[src/rtl/hrhp_pkg.sv]
`timescale 1ns / 1ps
// ----------------------------------------------------------------------------
// hrhp_pkg
// types, character codes and the key table shared by the request header parser
// ----------------------------------------------------------------------------
package hrhp_pkg;

    localparam int LENGTH_BITS_DEF = 32;
    localparam int CL_W            = 32;
    localparam int KEY_LEN         = 14;
    localparam int KEY_POS_W       = 4;

    localparam logic [7:0] CH_NUL   = 8'h00;
    localparam logic [7:0] CH_LF    = 8'h0A;
    localparam logic [7:0] CH_CR    = 8'h0D;
    localparam logic [7:0] CH_SP    = 8'h20;
    localparam logic [7:0] CH_PLUS  = 8'h2B;
    localparam logic [7:0] CH_COLON = 8'h3A;
    localparam logic [7:0] CH_ZERO  = 8'h30;
    localparam logic [7:0] CH_NINE  = 8'h39;

    typedef enum logic [3:0] {
        PH_CONTENT      = 4'd0,
        PH_METHOD       = 4'd1,
        PH_URI          = 4'd2,
        PH_PROTO        = 4'd3,
        PH_EXP_LF       = 4'd4,
        PH_SKIP_SP      = 4'd5,
        PH_KEY          = 4'd6,
        PH_VALUE        = 4'd7,
        PH_EXP_FINAL_LF = 4'd8
    } t_phase;

    typedef enum logic [2:0] {
        CLS_DELIM   = 3'd0,
        CLS_METHOD  = 3'd1,
        CLS_URI     = 3'd2,
        CLS_PROTO   = 3'd3,
        CLS_KEY     = 3'd4,
        CLS_VALUE   = 3'd5,
        CLS_CONTENT = 3'd6,
        CLS_IGNORED = 3'd7
    } t_class;

    typedef struct packed {
        logic [7:0] byte_in;
        logic       chunk_last;
    } t_req_item;

    typedef struct packed {
        logic [7:0]      byte_out;
        logic [2:0]      byte_class;
        logic            field_end;
        logic            header_done;
        logic            parse_error;
        logic [CL_W-1:0] content_length;
    } t_rsp_item;

    // characters of the key "Content-Length"
    function automatic logic [7:0] key_char(input logic [KEY_POS_W-1:0] pos);
        logic [7:0] c;
        case (pos)
            4'd0:    c = 8'h43;
            4'd1:    c = 8'h6F;
            4'd2:    c = 8'h6E;
            4'd3:    c = 8'h74;
            4'd4:    c = 8'h65;
            4'd5:    c = 8'h6E;
            4'd6:    c = 8'h74;
            4'd7:    c = 8'h2D;
            4'd8:    c = 8'h4C;
            4'd9:    c = 8'h65;
            4'd10:   c = 8'h6E;
            4'd11:   c = 8'h67;
            4'd12:   c = 8'h74;
            4'd13:   c = 8'h68;
            default: c = 8'h00;
        endcase
        return c;
    endfunction

endpackage

[src/rtl/hrhp_req_if.sv]
`timescale 1ns / 1ps
// ----------------------------------------------------------------------------
// hrhp_req_if
// request byte channel: valid, ready and one byte item
// ----------------------------------------------------------------------------
interface hrhp_req_if import hrhp_pkg::*; ();
    logic      valid;
    logic      ready;
    t_req_item data;

    modport source (output valid, output data, input ready);
    modport sink   (input valid, input data, output ready);
endinterface

[src/rtl/hrhp_rsp_if.sv]
`timescale 1ns / 1ps
// ----------------------------------------------------------------------------
// hrhp_rsp_if
// result channel: valid, ready and one tagged byte item
// ----------------------------------------------------------------------------
interface hrhp_rsp_if import hrhp_pkg::*; ();
    logic      valid;
    logic      ready;
    t_rsp_item data;

    modport source (output valid, output data, input ready);
    modport sink   (input valid, input data, output ready);
endinterface

[src/rtl/hrhp_digit.sv]
`timescale 1ns / 1ps
// ----------------------------------------------------------------------------
// hrhp_digit
// one decimal step of the length accumulator, saturating multiply by ten
// ----------------------------------------------------------------------------
module hrhp_digit import hrhp_pkg::*; #(
    parameter int LENGTH_BITS = LENGTH_BITS_DEF
) (
    input  logic [LENGTH_BITS-1:0] i_acc,
    input  logic                   i_stopped,
    input  logic                   i_enable,
    input  logic                   i_first,
    input  logic [7:0]             i_byte,
    output logic [LENGTH_BITS-1:0] o_acc,
    output logic                   o_stopped
);

    logic [LENGTH_BITS+3:0] w_ext;
    logic [LENGTH_BITS+3:0] w_prod;
    logic [3:0]             w_digit;
    logic [7:0]             w_diff;

    assign w_diff  = i_byte - CH_ZERO;
    assign w_digit = w_diff[3:0];
    assign w_ext   = {4'b0, i_acc};
    // acc * 10 + d as two shifts and two adds
    assign w_prod  = (w_ext << 3) + (w_ext << 1) + (LENGTH_BITS+4)'(w_digit);

    always_comb begin
        o_acc     = i_acc;
        o_stopped = i_stopped;
        if (i_enable && !i_stopped) begin
            if (i_byte inside {[CH_ZERO:CH_NINE]}) begin
                if (|w_prod[LENGTH_BITS+3:LENGTH_BITS]) begin
                    o_acc = '1;
                end else begin
                    o_acc = w_prod[LENGTH_BITS-1:0];
                end
            end else if (i_first && i_byte == CH_PLUS) begin
                o_stopped = i_stopped;
            end else begin
                o_stopped = 1'b1;
            end
        end
    end

endmodule

[src/rtl/hrhp_core.sv]
`timescale 1ns / 1ps
// ----------------------------------------------------------------------------
// hrhp_core
// parser state and the per-byte classification of one registered item
// ----------------------------------------------------------------------------
module hrhp_core import hrhp_pkg::*; #(
    parameter int LENGTH_BITS = LENGTH_BITS_DEF
) (
    input  logic      i_clk,
    input  logic      i_rst_n,
    input  logic      i_step,
    input  t_req_item i_item,
    output t_rsp_item o_result
);

    t_phase                 r_phase,    n_phase;
    logic                   r_key_has,  n_key_has;
    logic [KEY_POS_W-1:0]   r_key_pos,  n_key_pos;
    logic                   r_key_miss, n_key_miss;
    logic [LENGTH_BITS-1:0] r_acc,      n_acc;
    logic                   r_stopped,  n_stopped;
    logic [LENGTH_BITS-1:0] r_length,   n_length;
    logic                   r_skip,     n_skip;
    logic                   r_error,    n_error;

    logic                   w_is_len;
    logic [LENGTH_BITS-1:0] w_dig_acc;
    logic                   w_dig_stopped;
    logic [7:0]             w_b;
    t_class                 w_cls;
    logic                   w_fend;

    assign w_b      = i_item.byte_in;
    assign w_is_len = !r_key_miss && (r_key_pos == KEY_POS_W'(KEY_LEN));

    hrhp_digit #(
        .LENGTH_BITS (LENGTH_BITS)
    ) u_digit (
        .i_acc     (r_acc),
        .i_stopped (r_stopped),
        .i_enable  (w_is_len),
        .i_first   (r_phase == PH_SKIP_SP),
        .i_byte    (w_b),
        .o_acc     (w_dig_acc),
        .o_stopped (w_dig_stopped)
    );

    always_comb begin
        n_phase    = r_phase;
        n_key_has  = r_key_has;
        n_key_pos  = r_key_pos;
        n_key_miss = r_key_miss;
        n_acc      = r_acc;
        n_stopped  = r_stopped;
        n_length   = r_length;
        n_skip     = r_skip;
        n_error    = r_error;
        w_cls      = CLS_IGNORED;
        w_fend     = 1'b0;

        if (r_error) begin
            w_cls = CLS_IGNORED;
        end else if (r_skip) begin
            if (i_item.chunk_last) begin
                n_skip = 1'b0;
            end
        end else if (w_b == CH_NUL) begin
            n_skip = !i_item.chunk_last;
        end else begin
            case (r_phase)
                PH_METHOD: begin
                    if (w_b == CH_SP) begin
                        n_phase = PH_URI;
                        w_cls   = CLS_DELIM;
                        w_fend  = 1'b1;
                    end else begin
                        w_cls = CLS_METHOD;
                    end
                end
                PH_URI: begin
                    if (w_b == CH_SP) begin
                        n_phase = PH_PROTO;
                        w_cls   = CLS_DELIM;
                        w_fend  = 1'b1;
                    end else begin
                        w_cls = CLS_URI;
                    end
                end
                PH_PROTO: begin
                    if (w_b == CH_CR) begin
                        n_phase = PH_EXP_LF;
                        w_cls   = CLS_DELIM;
                        w_fend  = 1'b1;
                    end else begin
                        w_cls = CLS_PROTO;
                    end
                end
                PH_EXP_LF: begin
                    if (w_b == CH_LF) begin
                        n_phase    = PH_KEY;
                        w_cls      = CLS_DELIM;
                        n_key_has  = 1'b0;
                        n_key_pos  = '0;
                        n_key_miss = 1'b0;
                    end else begin
                        n_error = 1'b1;
                    end
                end
                PH_KEY: begin
                    if (w_b == CH_COLON) begin
                        n_phase   = PH_SKIP_SP;
                        w_cls     = CLS_DELIM;
                        w_fend    = 1'b1;
                        n_acc     = '0;
                        n_stopped = 1'b0;
                    end else if (w_b == CH_CR) begin
                        // blank line ends the header, cr inside a key is malformed
                        if (r_key_has) begin
                            n_error = 1'b1;
                        end else begin
                            n_phase = PH_EXP_FINAL_LF;
                            w_cls   = CLS_DELIM;
                        end
                    end else begin
                        w_cls     = CLS_KEY;
                        n_key_has = 1'b1;
                        if (r_key_pos < KEY_POS_W'(KEY_LEN) && w_b == key_char(r_key_pos)) begin
                            n_key_pos = r_key_pos + 1'b1;
                        end else begin
                            n_key_miss = 1'b1;
                        end
                    end
                end
                PH_SKIP_SP: begin
                    if (w_b == CH_SP) begin
                        w_cls = CLS_DELIM;
                    end else begin
                        w_cls     = CLS_VALUE;
                        n_phase   = PH_VALUE;
                        n_acc     = w_dig_acc;
                        n_stopped = w_dig_stopped;
                    end
                end
                PH_VALUE: begin
                    if (w_b == CH_CR) begin
                        w_cls   = CLS_DELIM;
                        w_fend  = 1'b1;
                        n_phase = PH_EXP_LF;
                        if (w_is_len) begin
                            n_length = r_acc;
                        end
                        n_key_has  = 1'b0;
                        n_key_pos  = '0;
                        n_key_miss = 1'b0;
                    end else begin
                        w_cls     = CLS_VALUE;
                        n_acc     = w_dig_acc;
                        n_stopped = w_dig_stopped;
                    end
                end
                PH_EXP_FINAL_LF: begin
                    if (w_b == CH_LF) begin
                        n_phase = PH_CONTENT;
                        w_cls   = CLS_DELIM;
                    end else begin
                        n_error = 1'b1;
                    end
                end
                PH_CONTENT: begin
                    w_cls = CLS_CONTENT;
                end
                default: begin
                    w_cls = CLS_IGNORED;
                end
            endcase
        end
    end

    always_comb begin
        o_result.byte_out    = w_b;
        o_result.byte_class  = w_cls;
        o_result.field_end   = w_fend;
        o_result.header_done = (n_phase == PH_CONTENT);
        o_result.parse_error = n_error;
        // saturate to the reported width when the accumulator is wider
        if (LENGTH_BITS > CL_W && n_length > LENGTH_BITS'({CL_W{1'b1}})) begin
            o_result.content_length = '1;
        end else begin
            o_result.content_length = CL_W'(n_length);
        end
    end

    always_ff @(posedge i_clk) begin
        if (!i_rst_n) begin
            r_phase    <= PH_METHOD;
            r_key_has  <= 1'b0;
            r_key_pos  <= '0;
            r_key_miss <= 1'b0;
            r_acc      <= '0;
            r_stopped  <= 1'b0;
            r_length   <= '0;
            r_skip     <= 1'b0;
            r_error    <= 1'b0;
        end else if (i_step) begin
            r_phase    <= n_phase;
            r_key_has  <= n_key_has;
            r_key_pos  <= n_key_pos;
            r_key_miss <= n_key_miss;
            r_acc      <= n_acc;
            r_stopped  <= n_stopped;
            r_length   <= n_length;
            r_skip     <= n_skip;
            r_error    <= n_error;
        end
    end

endmodule

[src/rtl/http_request_header_parser_unit.sv]
`timescale 1ns / 1ps
// ----------------------------------------------------------------------------
// http_request_header_parser_unit
// one-byte-per-item request line and header parser with content-length pickup
// ----------------------------------------------------------------------------
// usage
//   i_req carries one raw request byte per item plus a chunk-last flag
//   o_rsp returns one item per request byte: the byte, its class, field end,
//   header done, sticky parse error and the latest content-length value
//   both channels use valid/ready, an item moves when both are high
// timing
//   an accepted byte is held in the input register and parsed from there; its
//   result is stored in the output register, which drives it valid on o_rsp
//   throughput is one byte per cycle unless o_rsp stalls, set by the single
//   decimal step (shift-add multiply by ten) between the input and output registers
// reset
//   synchronous active-low; both registers empty, parser back in the method
//   phase, length cleared, error and chunk skip cleared
// back-pressure
//   when o_rsp stalls, the held input byte waits and i_req.ready drops once
//   the input register is full too; nothing is lost or repeated
// ----------------------------------------------------------------------------
module http_request_header_parser_unit import hrhp_pkg::*; #(
    parameter int LENGTH_BITS = LENGTH_BITS_DEF
) (
    input  logic              i_clk,
    input  logic              i_rst_n,
    hrhp_req_if.sink          i_req,
    hrhp_rsp_if.source        o_rsp
);

    // input register
    logic      r_in_valid;
    t_req_item r_in_item;

    // output register
    logic      r_out_valid;
    t_rsp_item r_out_item;

    logic      w_out_free;
    logic      w_step;
    t_rsp_item w_result;

    // the output slot frees when empty or being taken this cycle
    assign w_out_free  = !r_out_valid || o_rsp.ready;
    // the held byte is parsed and state advances only when its result can be stored
    assign w_step      = r_in_valid && w_out_free;
    assign i_req.ready = !r_in_valid || w_step;

    assign o_rsp.valid = r_out_valid;
    assign o_rsp.data  = r_out_item;

    hrhp_core #(
        .LENGTH_BITS (LENGTH_BITS)
    ) u_core (
        .i_clk    (i_clk),
        .i_rst_n  (i_rst_n),
        .i_step   (w_step),
        .i_item   (r_in_item),
        .o_result (w_result)
    );

    // valid flags
    always_ff @(posedge i_clk) begin
        if (!i_rst_n) begin
            r_in_valid  <= 1'b0;
            r_out_valid <= 1'b0;
        end else begin
            if (i_req.ready) begin
                r_in_valid <= i_req.valid;
            end
            if (w_out_free) begin
                r_out_valid <= w_step;
            end
        end
    end

    // payload, no reset needed
    always_ff @(posedge i_clk) begin
        if (i_req.valid && i_req.ready) begin
            r_in_item <= i_req.data;
        end
        if (w_step) begin
            r_out_item <= w_result;
        end
    end

endmodule

[src/flat_wrapper.sv]
// flat-port wrapper written by rule: the top's interface ports become plain ports
module http_request_header_parser_unit_flat import hrhp_pkg::*;
#(
    parameter int LENGTH_BITS = LENGTH_BITS_DEF
)
  (i_clk, i_rst_n, i_req_valid, i_req_data, i_req_ready, o_rsp_valid, o_rsp_data, o_rsp_ready);
  hrhp_req_if i_req_i ();
  hrhp_rsp_if o_rsp_i ();
  input  logic i_clk;
  input  logic i_rst_n;
  input wire logic [$bits(i_req_i.valid)-1:0] i_req_valid;
  input wire logic [$bits(i_req_i.data)-1:0] i_req_data;
  output wire logic [$bits(i_req_i.ready)-1:0] i_req_ready;
  output wire logic [$bits(o_rsp_i.valid)-1:0] o_rsp_valid;
  output wire logic [$bits(o_rsp_i.data)-1:0] o_rsp_data;
  input wire logic [$bits(o_rsp_i.ready)-1:0] o_rsp_ready;
  assign i_req_i.valid = i_req_valid;
  assign i_req_i.data = i_req_data;
  assign i_req_ready = i_req_i.ready;
  assign o_rsp_valid = o_rsp_i.valid;
  assign o_rsp_data = o_rsp_i.data;
  assign o_rsp_i.ready = o_rsp_ready;
  http_request_header_parser_unit #(.LENGTH_BITS(LENGTH_BITS)) u_core (.i_clk(i_clk), .i_rst_n(i_rst_n), .i_req(i_req_i), .o_rsp(o_rsp_i));
endmodule
[config.mk]
export PLATFORM = sky130hd
export DESIGN_NAME = http_request_header_parser_unit_flat
export DESIGN_NICKNAME = d
export VERILOG_FILES = /design/src/rtl/hrhp_pkg.sv /design/src/rtl/hrhp_req_if.sv /design/src/rtl/hrhp_rsp_if.sv /design/src/rtl/hrhp_digit.sv /design/src/rtl/hrhp_core.sv /design/src/rtl/http_request_header_parser_unit.sv /design/src/flat_wrapper.sv
export SDC_FILE = /design/constraint.sdc
export NUM_CORES = 1
export LEC_CHECK = 0
export ABC_AREA = 1
export BUFFER_PORTS_ARGS = -buffer_cell sky130_fd_sc_hd__buf_2
export CAP_MARGIN = 40
export CORE_MARGIN = 2
export CORE_UTILIZATION = 50
export CTS_BUF_LIST = sky130_fd_sc_hd__clkbuf_4 sky130_fd_sc_hd__clkbuf_8 sky130_fd_sc_hd__clkbuf_16
export DETAILED_ROUTE_END_ITERATION = 16
export GPL_TIMING_DRIVEN = 0
export PLACE_DENSITY = 0.8
export SYNTH_ARGS = -nofsm -noshare
export SYNTH_HDL_FRONTEND = slang
export SYNTH_SLANG_ARGS = --single-unit
[constraint.sdc]
create_clock -name i_clk -period 4.5 [get_ports i_clk]
set_clock_uncertainty 0.2 [all_clocks]
set_input_delay 0.9 -clock i_clk [delete_from_list [all_inputs] [get_ports i_clk]]
set_output_delay 0.9 -clock i_clk [all_outputs]
set_load 0.02 [all_outputs]
==> results.toml <==
[yosys]
synthMuxAreaShare = 0.04971
synthCells = 1220
syn_area_per_cell_um2 = 7.490
yosys.area_share.xor_xnor = 0.02300
ys_seq_area_frac = 0.3692
yosysTopAreaCell = "dfxtp_1"
synth_top_family_by_area = "simple AND/OR/NAND/NOR gates"
ys_warn_count = 0
syn_nets = 1306
synth-adder-area-share = 0.1016
synth-compound-area-share = 0.09106
yosys-top-cells-area = "dfxtp_1 (19%), edfxtp_1 (18%), nand2_1 (14%), ha_1 (9.7%), inv_1 (6.3%)"
synth-seq-cells = 141
synth_area_um2 = 9138
synth_top_area_frac = 0.1884
synth_cell_types = 47
synth-simple-area-share = 0.2789

[critical_path]
crit_start = "u_core.r_in_item[4]"
worstPathRequired_ns = 4.60
setup.worst_path.start_class = "flip-flop"
reg2reg_from = "u_core.r_in_item[4]"
arrival_ns = 3.92
crit_fanout = 10
worstSetupPathType = "flip-flop to flip-flop"
crit_path_end_kind = "flip-flop"

[floorplanning]
die_h_um = 139.2
die_w_um = 139.2
die_area_um2 = 19370
initial_core_util = 0.5087
row_count = 49
num_io_pins = 61
core_um2 = 17960

[placement]
place.port_buffers = 60
dpl_cell_area_um2 = 9746
place_hpwl_mm = 17.01
dpl.cell_count = 1510
gp_congestion = 0.9654

[sta]
slew_headroom = 0.5234
worst_slew_pin_slew_ns = 0.7148
finalMaxSlewViolations = 0
setup_tns_ns = 0
setup_viol = 0
hold_viol = 0
whs_ns = 0.2611
fin_crit_sh = 0.8495
rsz0062_at_grt = "no"
fmax_mhz = 261.6
fin_crit_ns = 3.823

[clocking]
cts-resized-gates = 0
h-tree-depth = 4
cts_made_buffers = 17
clock_latency_ns = 0.43
cts_hold_buf = 0
path_clk_slew_ns = 0.06
cts_tree = "yes"
root_buffer = "clkbuf_16"
post-cts-setup-buffers = 0
cts.sinks = 141
cts_buffer_depth = 2

[layout]
final_layout_size_suffix_gt1_frac = 0.1295
antenna_cells = 0
most-common-layout-cells = "nand2_1 (330), inv_1 (153), nor2_1 (149), dfxtp_1 (86), a21oi_1 (76)"
final_nets = 1386
syn_to_final_growth_pct = 12.57
stdcell_area_um2 = 10290
fin_util = 0.5726
instances_no_fill = 1542
layout_commonest_cell = "nand2_1"

[drt]
via_count = 8032
dr.pass1.iters = 5
routedWlPerCell_um = 14.12
vias_per_cell = 5.209
drt-total-wl_mm = 21.77
drtIter0Drc = 587
drc = 0
ant_nets = 0

[grt]
overflow = 0
antenna_found_initial = 0
grt_max_degree = 36
track_usage = 0.2281
grt_pass1_wl_mm = 36.06
grt_pass1_vias = 7519

[min_path]
hold_path.startpoint = "u_core.r_in_item[0]"
hold_path_class = "flip-flop to flip-flop"

[run_status]
outcome = "finished, final reports clean"

[run]
cap_violations = 0

[pwr]
vdd_drop_max_mv = 0.3572
p_leak_nw = 5.275
p_per_area_nw_per_um2 = 287.7
==> registers in the layout (all words and copies together) (netlist names), 4 cells and up, named ones only <==
signal                   flops
u_core.u_core.r_length      32
u_core.o_rsp.data           46
u_core.u_core.r_acc         32
u_core.u_core.r_phase        4
u_core.u_core.r_key_pos      4
u_core.r_in_item             9
==> path summary, 6_finish.rpt <==
check | endpoint | slack, ns | cells past startpoint
worst max-delay path | u_core.u_core.r_acc[16] | 0.68 | 18
worst min-delay path | u_core.u_core.r_skip | 0.26 | 1
worst max register to register | u_core.u_core.r_acc[16] | 0.68 | 18
worst min register to register | u_core.u_core.r_skip | 0.26 | 1
==> cell type report <==
type | instances | area [um2]
fill | 1647 | 7677
multi-input combinational | 885 | 4974
sequential | 141 | 3373
inverter | 161 | 606.8
clock buffer | 17 | 425.4
timing repair buffer | 61 | 320.3
tap | 229 | 286.5
buffer | 33 | 185.2
clock inverter | 15 | 115.1
==> cell families after synthesis <==
kind of cell	after synthesis
buf+inv	194
fa+ha+maj	73
xor+xnor	24
compound gates	153
simple gates	604
flops	141
mux	31
==> worst max-delay path, stage by stage (launching register included) <==
cell	delay [ns]
edfxtp_1	0.56
fa_1	0.59
inv_1	0.07
fa_1	0.45
inv_1	0.11
nand2_1	0.05
nand2_1	0.08
nand3_1	0.07
nand2_1	0.13
nand2_1	0.06
nand2_1	0.16
nand2_1	0.10
nand3_1	0.07
nand2_1	0.05
nor2_1	0.39
buf_2	0.30
nand3_1	0.10
nand2_1	0.08
a21oi_1	0.06
==> through the flow <==
step                      total power [mW]  setup slack, ns
after floorplan                      1.623            1.056
after global placement               1.691          0.08699
after detailed placement             1.701           0.6889
after CTS                            2.971           0.7051
after global routing                 3.060           0.3500
final                                2.959           0.6773
==> layer usage <==
metal  wire length, um  share of wire  global-route usage
met2             10360           0.48              0.3902
met1             10030           0.46              0.2936
met5                 0              0                   0
met3              1003          0.046             0.04282
met4               372          0.017             0.06911
==> Yosys cell counts, drive strengths merged <==
master  instances
nand2         338
inv           161
nor2          156
dfxtp          86
a21oi          77
nand3          74
ha             71
o21ai          57
edfxtp         55
mux2           31
clkbuf         19
xnor2          16
buf            14
nand4          12
nor3           12
o21bai          8
xor2            8
nand3b          7
o31ai           3
a21boi          2
fa              2
nor4            2
a211oi          1
a21o            1
a311oi          1
a31oi           1
a32oi           1
and2            1
nor3b           1
o22ai           1
or2             1
==> power breakdown <==
group	leakage (nW)	internal, mW	switching, mW
Combinational	3.80	0.0923	0.169
Clock	0.256	0.708	0.575
Sequential	1.22	1.39	0.0279
Total	5.27	2.19	0.772
No activity file was read; power rests on OpenSTA's default activity.
